[src/design/cpms_pkg.sv]
package cpms_pkg;

  localparam int KEY_W    = 32;
  localparam int ACTION_W = 2;
  localparam int STATUS_W = 2;

  typedef enum logic [ACTION_W-1:0] {
    ACT_INSERT  = 2'd0,
    ACT_DELETE  = 2'd1,
    ACT_COLLECT = 2'd2,
    ACT_NONE    = 2'd3
  } action_e;

  typedef enum logic [STATUS_W-1:0] {
    STAT_DONE      = 2'd0,
    STAT_NOT_FOUND = 2'd1,
    STAT_NO_MEM    = 2'd2
  } status_e;

  typedef enum logic [1:0] {
    SRC_FIRST  = 2'd0,
    SRC_SECOND = 2'd1,
    SRC_FREE   = 2'd2
  } mark_src_e;

  typedef enum logic [3:0] {
    S_IDLE,
    S_INS_CHK,
    S_INS_DATA,
    S_APP_DATA,
    S_DEL_DATA,
    S_MARK_START,
    S_MARK_DATA,
    S_SWEEP_START,
    S_SWEEP_DATA,
    S_FIN
  } state_e;

endpackage

[src/design/cpms_if.sv]
interface cpms_in_if;
  logic                                valid;
  logic                                ready;
  logic [cpms_pkg::ACTION_W-1:0]       action;
  logic                                list_select;
  logic signed [cpms_pkg::KEY_W-1:0]   key;

  modport source (output valid, action, list_select, key, input ready);
  modport sink   (input valid, action, list_select, key, output ready);
endinterface

interface cpms_out_if #(
  parameter int CELL_W = 5
);
  logic                          valid;
  logic                          ready;
  logic [cpms_pkg::STATUS_W-1:0] status;
  logic [CELL_W-1:0]             cell_res;
  logic [CELL_W-1:0]             free_head;

  modport source (output valid, status, cell_res, free_head, input ready);
  modport sink   (input valid, status, cell_res, free_head, output ready);
endinterface

[src/design/cpms_cell_mem.sv]
module cpms_cell_mem #(
  parameter int CELL_COUNT = 16,
  parameter int CELL_W     = $clog2(CELL_COUNT + 1),
  parameter int WORD_W     = 1 + cpms_pkg::KEY_W + CELL_W
) (
  input  logic              clk_i,
  input  logic              rst_ni,
  input  logic              rd_en_i,
  input  logic [CELL_W-1:0] rd_cell_i,
  output logic [WORD_W-1:0] rd_word_o,
  input  logic              wr_en_i,
  input  logic [CELL_W-1:0] wr_cell_i,
  input  logic [WORD_W-1:0] wr_word_i
);
  import cpms_pkg::*;

  localparam int AW = (CELL_COUNT > 1) ? $clog2(CELL_COUNT) : 1;
  localparam logic [CELL_W-1:0] ONE  = CELL_W'(1);
  localparam logic [CELL_W-1:0] LAST = CELL_W'(CELL_COUNT);

  logic [WORD_W-1:0]     mem [CELL_COUNT];
  logic [CELL_COUNT-1:0] valid_q;
  logic [WORD_W-1:0]     rdata_q;
  logic [CELL_W-1:0]     rd_sub;
  logic [CELL_W-1:0]     wr_sub;
  logic [AW-1:0]         rd_idx;
  logic [AW-1:0]         wr_idx;
  logic [CELL_W-1:0]     reset_link;

  assign rd_sub = rd_cell_i - ONE;
  assign wr_sub = wr_cell_i - ONE;
  assign rd_idx = rd_sub[AW-1:0];
  assign wr_idx = wr_sub[AW-1:0];

  // cell i links to i+1 after reset, the last cell to none
  assign reset_link = (rd_cell_i < LAST) ? (rd_cell_i + ONE) : '0;

  always_ff @(posedge clk_i or negedge rst_ni) begin
    if (!rst_ni) begin
      valid_q <= '0;
    end else if (wr_en_i) begin
      valid_q[wr_idx] <= 1'b1;
    end
  end

  always_ff @(posedge clk_i) begin
    if (wr_en_i) begin
      mem[wr_idx] <= wr_word_i;
    end
  end

  // same-cycle write to the read cell is forwarded
  always_ff @(posedge clk_i) begin
    if (rd_en_i) begin
      if (wr_en_i && (wr_cell_i == rd_cell_i)) begin
        rdata_q <= wr_word_i;
      end else if (valid_q[rd_idx]) begin
        rdata_q <= mem[rd_idx];
      end else begin
        rdata_q <= {1'b0, {KEY_W{1'b0}}, reset_link};
      end
    end
  end

  assign rd_word_o = rdata_q;

endmodule

[src/design/cell_pool_mark_sweep_heap_top.sv]
// Cell pool allocator with two keyed lists, a free list and mark-and-sweep
// collection. Each cell (mark, key, link) lives in one single-port-read,
// single-port-write memory with a registered read; valid bits give every cell
// its reset contents at once, so there is no clearing pass after reset. One
// transaction is worked on at a time, one memory read per visited cell:
// insert walks the chosen list to its tail, delete walks it up to the key,
// collect marks every cell reachable from the three heads and then sweeps all
// cells, and an insert on an empty free list adds one collection. The next
// transaction is taken while a result still waits in the output register.
module cell_pool_mark_sweep_heap_top #(
  parameter int CELL_COUNT = 16
) (
  input  logic         clk_i,
  input  logic         rst_ni,
  cpms_in_if.sink      in_i,
  cpms_out_if.source   out_o
);
  import cpms_pkg::*;

  localparam int CW     = $clog2(CELL_COUNT + 1);
  localparam int WORD_W = 1 + KEY_W + CW;
  localparam logic [CW-1:0] N_CW = CW'(CELL_COUNT);
  localparam logic [CW-1:0] ONE  = CW'(1);

  function automatic logic [CW-1:0] vc(input logic [CW-1:0] c);
    return ((c != '0) && (c <= N_CW)) ? c : '0;
  endfunction

  function automatic mark_src_e next_src(input mark_src_e s);
    mark_src_e r;
    unique case (s)
      SRC_FIRST:  r = SRC_SECOND;
      SRC_SECOND: r = SRC_FREE;
      default:    r = SRC_FREE;
    endcase
    return r;
  endfunction

  state_e      state_q, state_d;
  action_e     action_q;
  logic        list_q;
  logic [KEY_W-1:0] key_q;
  logic        collected_q;
  mark_src_e   mark_src_q;
  status_e     status_q;
  logic [CW-1:0] cell_q;
  logic [CW-1:0] cur_q;
  logic [CW-1:0] n_q;
  logic [CW-1:0] prev_q;
  logic [KEY_W-1:0] prev_key_q;
  logic        prev_mark_q;
  logic [CW-1:0] first_q;
  logic [CW-1:0] second_q;
  logic [CW-1:0] free_q;
  logic        out_valid_q;
  status_e     out_status_q;
  logic [CW-1:0] out_cell_q;
  logic [CW-1:0] out_free_q;

  logic              mem_rd_en;
  logic [CW-1:0]     mem_rd_cell;
  logic [WORD_W-1:0] mem_rd_word;
  logic              mem_wr_en;
  logic [CW-1:0]     mem_wr_cell;
  logic [WORD_W-1:0] mem_wr_word;

  logic          rd_mark;
  logic [KEY_W-1:0] rd_key;
  logic [CW-1:0] rd_link;
  logic [CW-1:0] rd_link_v;
  logic [CW-1:0] sel_head_v;
  logic [CW-1:0] in_head_v;
  logic [CW-1:0] free_v;
  logic [CW-1:0] mark_head_v;
  logic          in_fire;
  logic          out_take;
  logic          key_hit;
  logic          n_lt;
  logic          mark_more;
  action_e       in_action;

  assign rd_mark   = mem_rd_word[WORD_W-1];
  assign rd_key    = mem_rd_word[CW +: KEY_W];
  assign rd_link   = mem_rd_word[CW-1:0];
  assign rd_link_v = vc(rd_link);

  assign sel_head_v = vc(list_q ? second_q : first_q);
  assign in_head_v  = vc(in_i.list_select ? second_q : first_q);
  assign free_v     = vc(free_q);
  assign in_action  = action_e'(in_i.action);

  always_comb begin
    unique case (mark_src_q)
      SRC_FIRST:  mark_head_v = vc(first_q);
      SRC_SECOND: mark_head_v = vc(second_q);
      default:    mark_head_v = free_v;
    endcase
  end

  assign in_i.ready = (state_q == S_IDLE);
  assign in_fire    = in_i.valid && in_i.ready;
  assign out_take   = !out_valid_q || out_o.ready;
  assign key_hit    = (rd_key == key_q);
  assign n_lt       = (n_q < N_CW);
  assign mark_more  = (rd_link_v != '0) && (n_q < (N_CW - ONE));

  cpms_cell_mem #(
    .CELL_COUNT (CELL_COUNT),
    .CELL_W     (CW),
    .WORD_W     (WORD_W)
  ) u_mem (
    .clk_i     (clk_i),
    .rst_ni    (rst_ni),
    .rd_en_i   (mem_rd_en),
    .rd_cell_i (mem_rd_cell),
    .rd_word_o (mem_rd_word),
    .wr_en_i   (mem_wr_en),
    .wr_cell_i (mem_wr_cell),
    .wr_word_i (mem_wr_word)
  );

  always_comb begin
    state_d = state_q;
    unique case (state_q)
      S_IDLE: begin
        if (in_fire) begin
          unique case (in_action)
            ACT_INSERT:  state_d = S_INS_CHK;
            ACT_DELETE:  state_d = (in_head_v != '0) ? S_DEL_DATA : S_FIN;
            ACT_COLLECT: state_d = S_MARK_START;
            default:     state_d = S_FIN;
          endcase
        end
      end
      S_INS_CHK: begin
        priority if (free_v != '0) state_d = S_INS_DATA;
        else if (!collected_q)     state_d = S_MARK_START;
        else                       state_d = S_FIN;
      end
      S_INS_DATA: state_d = (sel_head_v == '0) ? S_FIN : S_APP_DATA;
      S_APP_DATA: begin
        if (!((rd_link_v != '0) && n_lt)) state_d = S_FIN;
      end
      S_DEL_DATA: begin
        if (key_hit || !(n_lt && (rd_link_v != '0))) state_d = S_FIN;
      end
      S_MARK_START: begin
        if (mark_head_v != '0)           state_d = S_MARK_DATA;
        else if (mark_src_q == SRC_FREE) state_d = S_SWEEP_START;
      end
      S_MARK_DATA: begin
        priority if (mark_more)          state_d = S_MARK_DATA;
        else if (mark_src_q == SRC_FREE) state_d = S_SWEEP_START;
        else                             state_d = S_MARK_START;
      end
      S_SWEEP_START: state_d = S_SWEEP_DATA;
      S_SWEEP_DATA: begin
        if (cur_q == N_CW) state_d = (action_q == ACT_INSERT) ? S_INS_CHK : S_FIN;
      end
      S_FIN: begin
        if (out_take) state_d = S_IDLE;
      end
      default: state_d = S_IDLE;
    endcase
  end

  always_comb begin
    mem_rd_en   = 1'b0;
    mem_rd_cell = '0;
    mem_wr_en   = 1'b0;
    mem_wr_cell = '0;
    mem_wr_word = '0;
    unique case (state_q)
      S_IDLE: begin
        if (in_fire && (in_action == ACT_DELETE) && (in_head_v != '0)) begin
          mem_rd_en   = 1'b1;
          mem_rd_cell = in_head_v;
        end
      end
      S_INS_CHK: begin
        if (free_v != '0) begin
          mem_rd_en   = 1'b1;
          mem_rd_cell = free_v;
        end
      end
      S_INS_DATA: begin
        mem_wr_en   = 1'b1;
        mem_wr_cell = cur_q;
        mem_wr_word = {1'b0, key_q, {CW{1'b0}}};
        if (sel_head_v != '0) begin
          mem_rd_en   = 1'b1;
          mem_rd_cell = sel_head_v;
        end
      end
      S_APP_DATA: begin
        if ((rd_link_v != '0) && n_lt) begin
          mem_rd_en   = 1'b1;
          mem_rd_cell = rd_link_v;
        end else if (cur_q != cell_q) begin
          mem_wr_en   = 1'b1;
          mem_wr_cell = cur_q;
          mem_wr_word = {rd_mark, rd_key, cell_q};
        end
      end
      S_DEL_DATA: begin
        if (key_hit) begin
          if (prev_q != '0) begin
            mem_wr_en   = 1'b1;
            mem_wr_cell = prev_q;
            mem_wr_word = {prev_mark_q, prev_key_q, rd_link_v};
          end
        end else if (n_lt && (rd_link_v != '0)) begin
          mem_rd_en   = 1'b1;
          mem_rd_cell = rd_link_v;
        end
      end
      S_MARK_START: begin
        if (mark_head_v != '0) begin
          mem_rd_en   = 1'b1;
          mem_rd_cell = mark_head_v;
        end
      end
      S_MARK_DATA: begin
        mem_wr_en   = 1'b1;
        mem_wr_cell = cur_q;
        mem_wr_word = {1'b1, rd_key, rd_link};
        if (mark_more) begin
          mem_rd_en   = 1'b1;
          mem_rd_cell = rd_link_v;
        end
      end
      S_SWEEP_START: begin
        mem_rd_en   = 1'b1;
        mem_rd_cell = ONE;
      end
      S_SWEEP_DATA: begin
        mem_wr_en   = 1'b1;
        mem_wr_cell = cur_q;
        mem_wr_word = rd_mark ? {1'b0, rd_key, rd_link} : {1'b0, {KEY_W{1'b0}}, free_q};
        if (cur_q != N_CW) begin
          mem_rd_en   = 1'b1;
          mem_rd_cell = cur_q + ONE;
        end
      end
      default: ;
    endcase
  end

  always_ff @(posedge clk_i or negedge rst_ni) begin
    if (!rst_ni) begin
      state_q      <= S_IDLE;
      action_q     <= ACT_NONE;
      list_q       <= 1'b0;
      key_q        <= '0;
      collected_q  <= 1'b0;
      mark_src_q   <= SRC_FIRST;
      status_q     <= STAT_DONE;
      cell_q       <= '0;
      cur_q        <= '0;
      n_q          <= '0;
      prev_q       <= '0;
      prev_key_q   <= '0;
      prev_mark_q  <= 1'b0;
      first_q      <= '0;
      second_q     <= '0;
      free_q       <= ONE;
      out_valid_q  <= 1'b0;
      out_status_q <= STAT_DONE;
      out_cell_q   <= '0;
      out_free_q   <= '0;
    end else begin
      state_q <= state_d;
      if (out_valid_q && out_o.ready && (state_q != S_FIN)) out_valid_q <= 1'b0;
      unique case (state_q)
        S_IDLE: begin
          if (in_fire) begin
            action_q    <= in_action;
            list_q      <= in_i.list_select;
            key_q       <= in_i.key;
            collected_q <= 1'b0;
            mark_src_q  <= SRC_FIRST;
            status_q    <= STAT_DONE;
            cell_q      <= '0;
            n_q         <= '0;
            prev_q      <= '0;
            cur_q       <= in_head_v;
            if ((in_action == ACT_DELETE) && (in_head_v == '0)) status_q <= STAT_NOT_FOUND;
          end
        end
        S_INS_CHK: begin
          priority if (free_v != '0) begin
            cur_q  <= free_v;
            cell_q <= free_v;
          end else if (!collected_q) begin
            collected_q <= 1'b1;
            mark_src_q  <= SRC_FIRST;
          end else begin
            status_q <= STAT_NO_MEM;
            cell_q   <= '0;
          end
        end
        S_INS_DATA: begin
          free_q <= rd_link_v;
          if (sel_head_v == '0) begin
            if (list_q) second_q <= cur_q;
            else        first_q  <= cur_q;
          end else begin
            cur_q <= sel_head_v;
            n_q   <= '0;
          end
        end
        S_APP_DATA: begin
          if ((rd_link_v != '0) && n_lt) begin
            cur_q <= rd_link_v;
            n_q   <= n_q + ONE;
          end
        end
        S_DEL_DATA: begin
          priority if (key_hit) begin
            cell_q <= cur_q;
            if (prev_q == '0) begin
              if (list_q) second_q <= rd_link_v;
              else        first_q  <= rd_link_v;
            end
          end else if (n_lt && (rd_link_v != '0)) begin
            prev_q      <= cur_q;
            prev_key_q  <= rd_key;
            prev_mark_q <= rd_mark;
            cur_q       <= rd_link_v;
            n_q         <= n_q + ONE;
          end else begin
            status_q <= STAT_NOT_FOUND;
          end
        end
        S_MARK_START: begin
          if (mark_head_v != '0) begin
            cur_q <= mark_head_v;
            n_q   <= '0;
          end else if (mark_src_q != SRC_FREE) begin
            mark_src_q <= next_src(mark_src_q);
          end
        end
        S_MARK_DATA: begin
          if (mark_more) begin
            cur_q <= rd_link_v;
            n_q   <= n_q + ONE;
          end else if (mark_src_q != SRC_FREE) begin
            mark_src_q <= next_src(mark_src_q);
          end
        end
        S_SWEEP_START: cur_q <= ONE;
        S_SWEEP_DATA: begin
          if (!rd_mark) free_q <= cur_q;
          if (cur_q != N_CW) cur_q <= cur_q + ONE;
        end
        S_FIN: begin
          if (out_take) begin
            out_valid_q  <= 1'b1;
            out_status_q <= status_q;
            out_cell_q   <= cell_q;
            out_free_q   <= free_q;
          end
        end
        default: ;
      endcase
    end
  end

  assign out_o.valid     = out_valid_q;
  assign out_o.status    = out_status_q;
  assign out_o.cell_res  = out_cell_q;
  assign out_o.free_head = out_free_q;

endmodule

[src/flat_wrapper.sv]
// flat-port wrapper written by rule: the top's interface ports become plain ports
module cell_pool_mark_sweep_heap_top_flat import cpms_pkg::*;
#(
  parameter int CELL_COUNT = 16
)
  (clk_i, rst_ni, in_i_valid, in_i_action, in_i_list_select, in_i_key, in_i_ready, out_o_valid, out_o_status, out_o_cell_res, out_o_free_head, out_o_ready);
  cpms_in_if in_i_i ();
  cpms_out_if #(.CELL_W((5))) out_o_i ();
  input  logic clk_i;
  input  logic rst_ni;
  input wire logic [$bits(in_i_i.valid)-1:0] in_i_valid;
  input wire logic [$bits(in_i_i.action)-1:0] in_i_action;
  input wire logic [$bits(in_i_i.list_select)-1:0] in_i_list_select;
  input wire logic [$bits(in_i_i.key)-1:0] in_i_key;
  output wire logic [$bits(in_i_i.ready)-1:0] in_i_ready;
  output wire logic [$bits(out_o_i.valid)-1:0] out_o_valid;
  output wire logic [$bits(out_o_i.status)-1:0] out_o_status;
  output wire logic [$bits(out_o_i.cell_res)-1:0] out_o_cell_res;
  output wire logic [$bits(out_o_i.free_head)-1:0] out_o_free_head;
  input wire logic [$bits(out_o_i.ready)-1:0] out_o_ready;
  assign in_i_i.valid = in_i_valid;
  assign in_i_i.action = in_i_action;
  assign in_i_i.list_select = in_i_list_select;
  assign in_i_i.key = in_i_key;
  assign in_i_ready = in_i_i.ready;
  assign out_o_valid = out_o_i.valid;
  assign out_o_status = out_o_i.status;
  assign out_o_cell_res = out_o_i.cell_res;
  assign out_o_free_head = out_o_i.free_head;
  assign out_o_i.ready = out_o_ready;
  cell_pool_mark_sweep_heap_top #(.CELL_COUNT(CELL_COUNT)) u_core (.clk_i(clk_i), .rst_ni(rst_ni), .in_i(in_i_i), .out_o(out_o_i));
endmodule
[config.mk]
export PLATFORM = sky130hd
export DESIGN_NAME = cell_pool_mark_sweep_heap_top_flat
export DESIGN_NICKNAME = d
export VERILOG_FILES = /design/src/design/cpms_pkg.sv /design/src/design/cpms_if.sv /design/src/design/cpms_cell_mem.sv /design/src/design/cell_pool_mark_sweep_heap_top.sv /design/src/flat_wrapper.sv
export SDC_FILE = /design/constraint.sdc
export NUM_CORES = 1
export LEC_CHECK = 0
export ABC_CLOCK_PERIOD_IN_PS = 11450
export CAP_MARGIN = 40
export CELL_PAD_IN_SITES_DETAIL_PLACEMENT = 0
export CELL_PAD_IN_SITES_GLOBAL_PLACEMENT = 1
export CORE_MARGIN = 2
export CORE_UTILIZATION = 60
export CTS_CLUSTER_DIAMETER = 150
export CTS_CLUSTER_SIZE = 20
export DETAILED_ROUTE_END_ITERATION = 16
export DONT_BUFFER_PORTS = 1
export PLACE_DENSITY_LB_ADDON = 0.1
export SLEW_MARGIN = 0
export SYNTH_ARGS = -nofsm -noshare
export SYNTH_HDL_FRONTEND = slang
export SYNTH_SLANG_ARGS = --single-unit
[constraint.sdc]
create_clock -name clk_i -period 11.45 [get_ports clk_i]
set_input_delay 1.145 -clock clk_i [delete_from_list [all_inputs] [get_ports clk_i]]
set_output_delay 1.145 -clock clk_i [all_outputs]
set_load 0.005 [all_outputs]
==> flow_summary.ini <==
[run_status]
status = finished, final reports clean

[cts]
cts_setup_buffers = 0
htree_levels = 2
clockBufferDepth = 3
tritoncts = built
cts.clk_slew.worst_paths_ps = 110
hold_buffers = 0
ctsRootBufferMaster = clkbuf_16
clock_latency_ps = 620
cts_sinks = 787
numCtsBuffers = 45
cts_resized = 0

[logic_synthesis]
syn_nets = 1863
yosysWarnings = 0
yosys-top-cells-count = edfxtp_1 (646), mux4_2 (177), dfrtp_1 (138), mux2_2 (98), nor2_1 (71)
synth_seq_cells = 787
ys_seq_area_share_pct = 69.5
synthDistinctLibCells = 87
synth_top_cells_by_area = edfxtp_1 (59%), mux4_2 (12%), dfrtp_1 (10%)
synth_edf_count = 646
avgSynthCellArea_sq_um = 18.2
ys.flop_type = edfxtp_1
synthesis.area_sq_um = 33000
synth_largest_area_cell = edfxtp_1
syn_inst = 1812
yosysTopAreaCellShare_pct = 58.8
yosysMostFrequentCell = edfxtp_1
async_flop_share_pct = 17.9

[finish]
drive_gt1_share_pct = 23.6
area_growth_syn_to_layout_pct = 7.25
fin_nets = 1860
design_area_sq_um = 35400
final_cell_count_no_fill = 2545
fin_util_pct = 65.3

[place]
gp_congestion = 0.925
hpwl_um = 45700
place_inst = 2457
placed_cell_area_sq_um = 34000
portBuffers = 0
dp_slack_ps = 4530

[grt]
grt_max_degree = 142
grt_first_pass_wirelength_um = 118000
antenna_found_initial = 9
gr-total-overflow = 0
groute.usage.overall_pct = 28.8
grt_pass1_vias = 17400

[route]
via_count = 17500
wirelength_um = 79800
drc = 0
drtPass1Iterations = 9
detail_route.vias_per_cell = 6.88
wl_per_cell_um = 31.4
drtIter0Drc = 2367
ant_nets = 0

[sta]
setup_viol = 0
rsz0062_at_grt = no
slew_headroom_pct = 36.8
post-route-period-util_pct = 58.9
finalHoldViolations = 0
finClkSkew_ps = 40.5
whs_ps = 206
final_max_slew_viol_count = 0
fin_crit_ps = 6750
worstMarginPinSlew_ps = 948
fin_ws_ps = 4700
setup_total_negative_slack_ps = 0
fmax_ghz = 0.148

[setup_path]
arrival_ps = 7120
worstSetupStartpointType = register
path_class = register to register
cp_max_fo = 107
setup.worst_path.end_class = register
cp.required_ps = 11820

[power_and_ir_drop]
power.static_leakage_nw = 12.3
irDropWorstVdd_uv = 507
pwr_density_cell_nw_per_um2 = 331
p_total_mw = 11.7

[floorplanning]
start_util_pct = 60.9
ios = 53
die_x_um = 238
die_area_sq_um = 56900
coreArea_sq_um = 54100
die_height_um = 238
rows = 85

[run]
drv_cap = 0

[min_path]
hp-class = input port to asynchronous set/reset pin
-- power breakdown --
group	switching [mW]	internal, mW	total (mW)	leakage (nW)
Clock	0.901	0.778	1.68	0.631
Combinational	3.06	2.69	5.75	4.00
Sequential	0.337	3.93	4.27	7.71
-- layout make-up --
cell class | count | area, sq um
flip-flops and latches | 787 | 22900
fillers | 3691 | 18800
multi-input cells | 886 | 9580
clock buffers | 81 | 1300
well taps | 696 | 871
repair buffers | 46 | 475
inverters | 43 | 174
clock inverters | 2 | 25.0
diodes | 4 | 10.0
-- flip-flops by register name (all words and copies together) (netlist names), 2 cells and up --
name,cells
u_core.out_o.status,2
u_core.state_q,4
u_core.free_q,5
u_core.u_mem.mem,608
u_core.status_q,2
u_core.cell_q,5
u_core.prev_key_q,32
u_core.cur_q,5
u_core.mark_src_q,2
u_core.out_o.cell_res,5
u_core.first_q,5
u_core.u_mem.rd_word_o,38
u_core.u_mem.valid_q,16
u_core.action_q,2
u_core.n_q,5
u_core.prev_q,5
u_core.key_q,32
u_core.out_o.free_head,5
u_core.second_q,5
-- cell families after synthesis --
kind of cell / after synthesis / share of synthesized area [%]
buffers and inverters: 139 / 1.90
multiplexers: 308 / 16.6
AO/OA/AOI/OAI: 233 / 5.56
flip-flops: 787 / 69.5
adder cells (fa/ha/maj): 12 / 0.455
AND/OR/NAND/NOR: 283 / 4.52
XOR/XNOR: 50 / 1.41
-- placed cells by master, fill, tap and decap left out, types with 5 or more instances in the layout --
| cell type | n |
|---|---|
| nor3_1 | 18 |
| a221oi_1 | 5 |
| nor2_4 | 15 |
| a22oi_1 | 6 |
| a21oi_1 | 33 |
| nor4_1 | 13 |
| nor3b_1 | 5 |
| o211ai_1 | 8 |
| nand2_1 | 68 |
| ha_1 | 12 |
| o22ai_1 | 5 |
| buf_4 | 34 |
| xnor2_1 | 7 |
| mux2_2 | 98 |
| a22o_1 | 36 |
| inv_1 | 41 |
| xor2_1 | 41 |
| buf_12 | 10 |
| or2_2 | 20 |
| clkbuf_16 | 47 |
| a21o_1 | 6 |
| clkbuf_1 | 34 |
| nor2b_1 | 7 |
| nor2_1 | 56 |
| nand3_1 | 7 |
| nand4_1 | 5 |
| a222oi_1 | 36 |
| mux4_2 | 177 |
| edfxtp_1 | 646 |
| dfrtp_1 | 138 |
| mux2i_1 | 29 |
| a21boi_0 | 6 |
| nand2b_1 | 28 |
| o21ai_0 | 40 |
-- critical path: stages (launching register included) --
cell and delay, ps:
edfxtp_1 460, or3_4 430, nor2_1 110, ha_1 290
inv_1 170, a211oi_4 130, nor3_2 330, o21ai_4 100
nand2_2 260, a21o_1 650, inv_6 270, ha_1 490
inv_8 400, buf_12 680, mux4_2 420, mux2_2 320
nand2_2 160, a21oi_4 70, buf_4 310, a211o_1 310
-- metal layers --
metal	wire length, um	global-route usage (%)	vias to the layer above	part of all wire [%]
met3	5630	3.85	115	7.1
met4	1740	7.20	8	2.2
met1	33800	43.0	9306	42
met2	38600	46.0	767	48
met5	51	0	-	0.064
li1	-	-	7305	-
-- path summary, 6_finish.rpt --
check / from / endpoint / slack, ps / cells after the start
min in group clk_i: u_core.u_mem.valid_q[3]$_DFFE_PN0P_ / u_core.u_mem.valid_q[3]$_DFFE_PN0P_ / 480 / 1
worst min-delay path: rst_ni / u_core.second_q[3]$_DFFE_PN0P_ / 210 / 0
worst max register to register: u_core.u_mem.rd_word_o[0]$_DFFE_PP_ / u_core.u_mem.rd_word_o[3]$_DFFE_PP_ / 4700 / 19
worst min register to register: u_core.u_mem.valid_q[3]$_DFFE_PN0P_ / u_core.u_mem.valid_q[3]$_DFFE_PN0P_ / 480 / 1
worst max-delay path: u_core.u_mem.rd_word_o[0]$_DFFE_PP_ / u_core.u_mem.rd_word_o[3]$_DFFE_PP_ / 4700 / 19
max in group asynchronous: rst_ni / u_core.prev_key_q[13]$_DFFE_PN0P_ / 10980 / 0
Note: power is estimated with default switching activity, not from simulation.
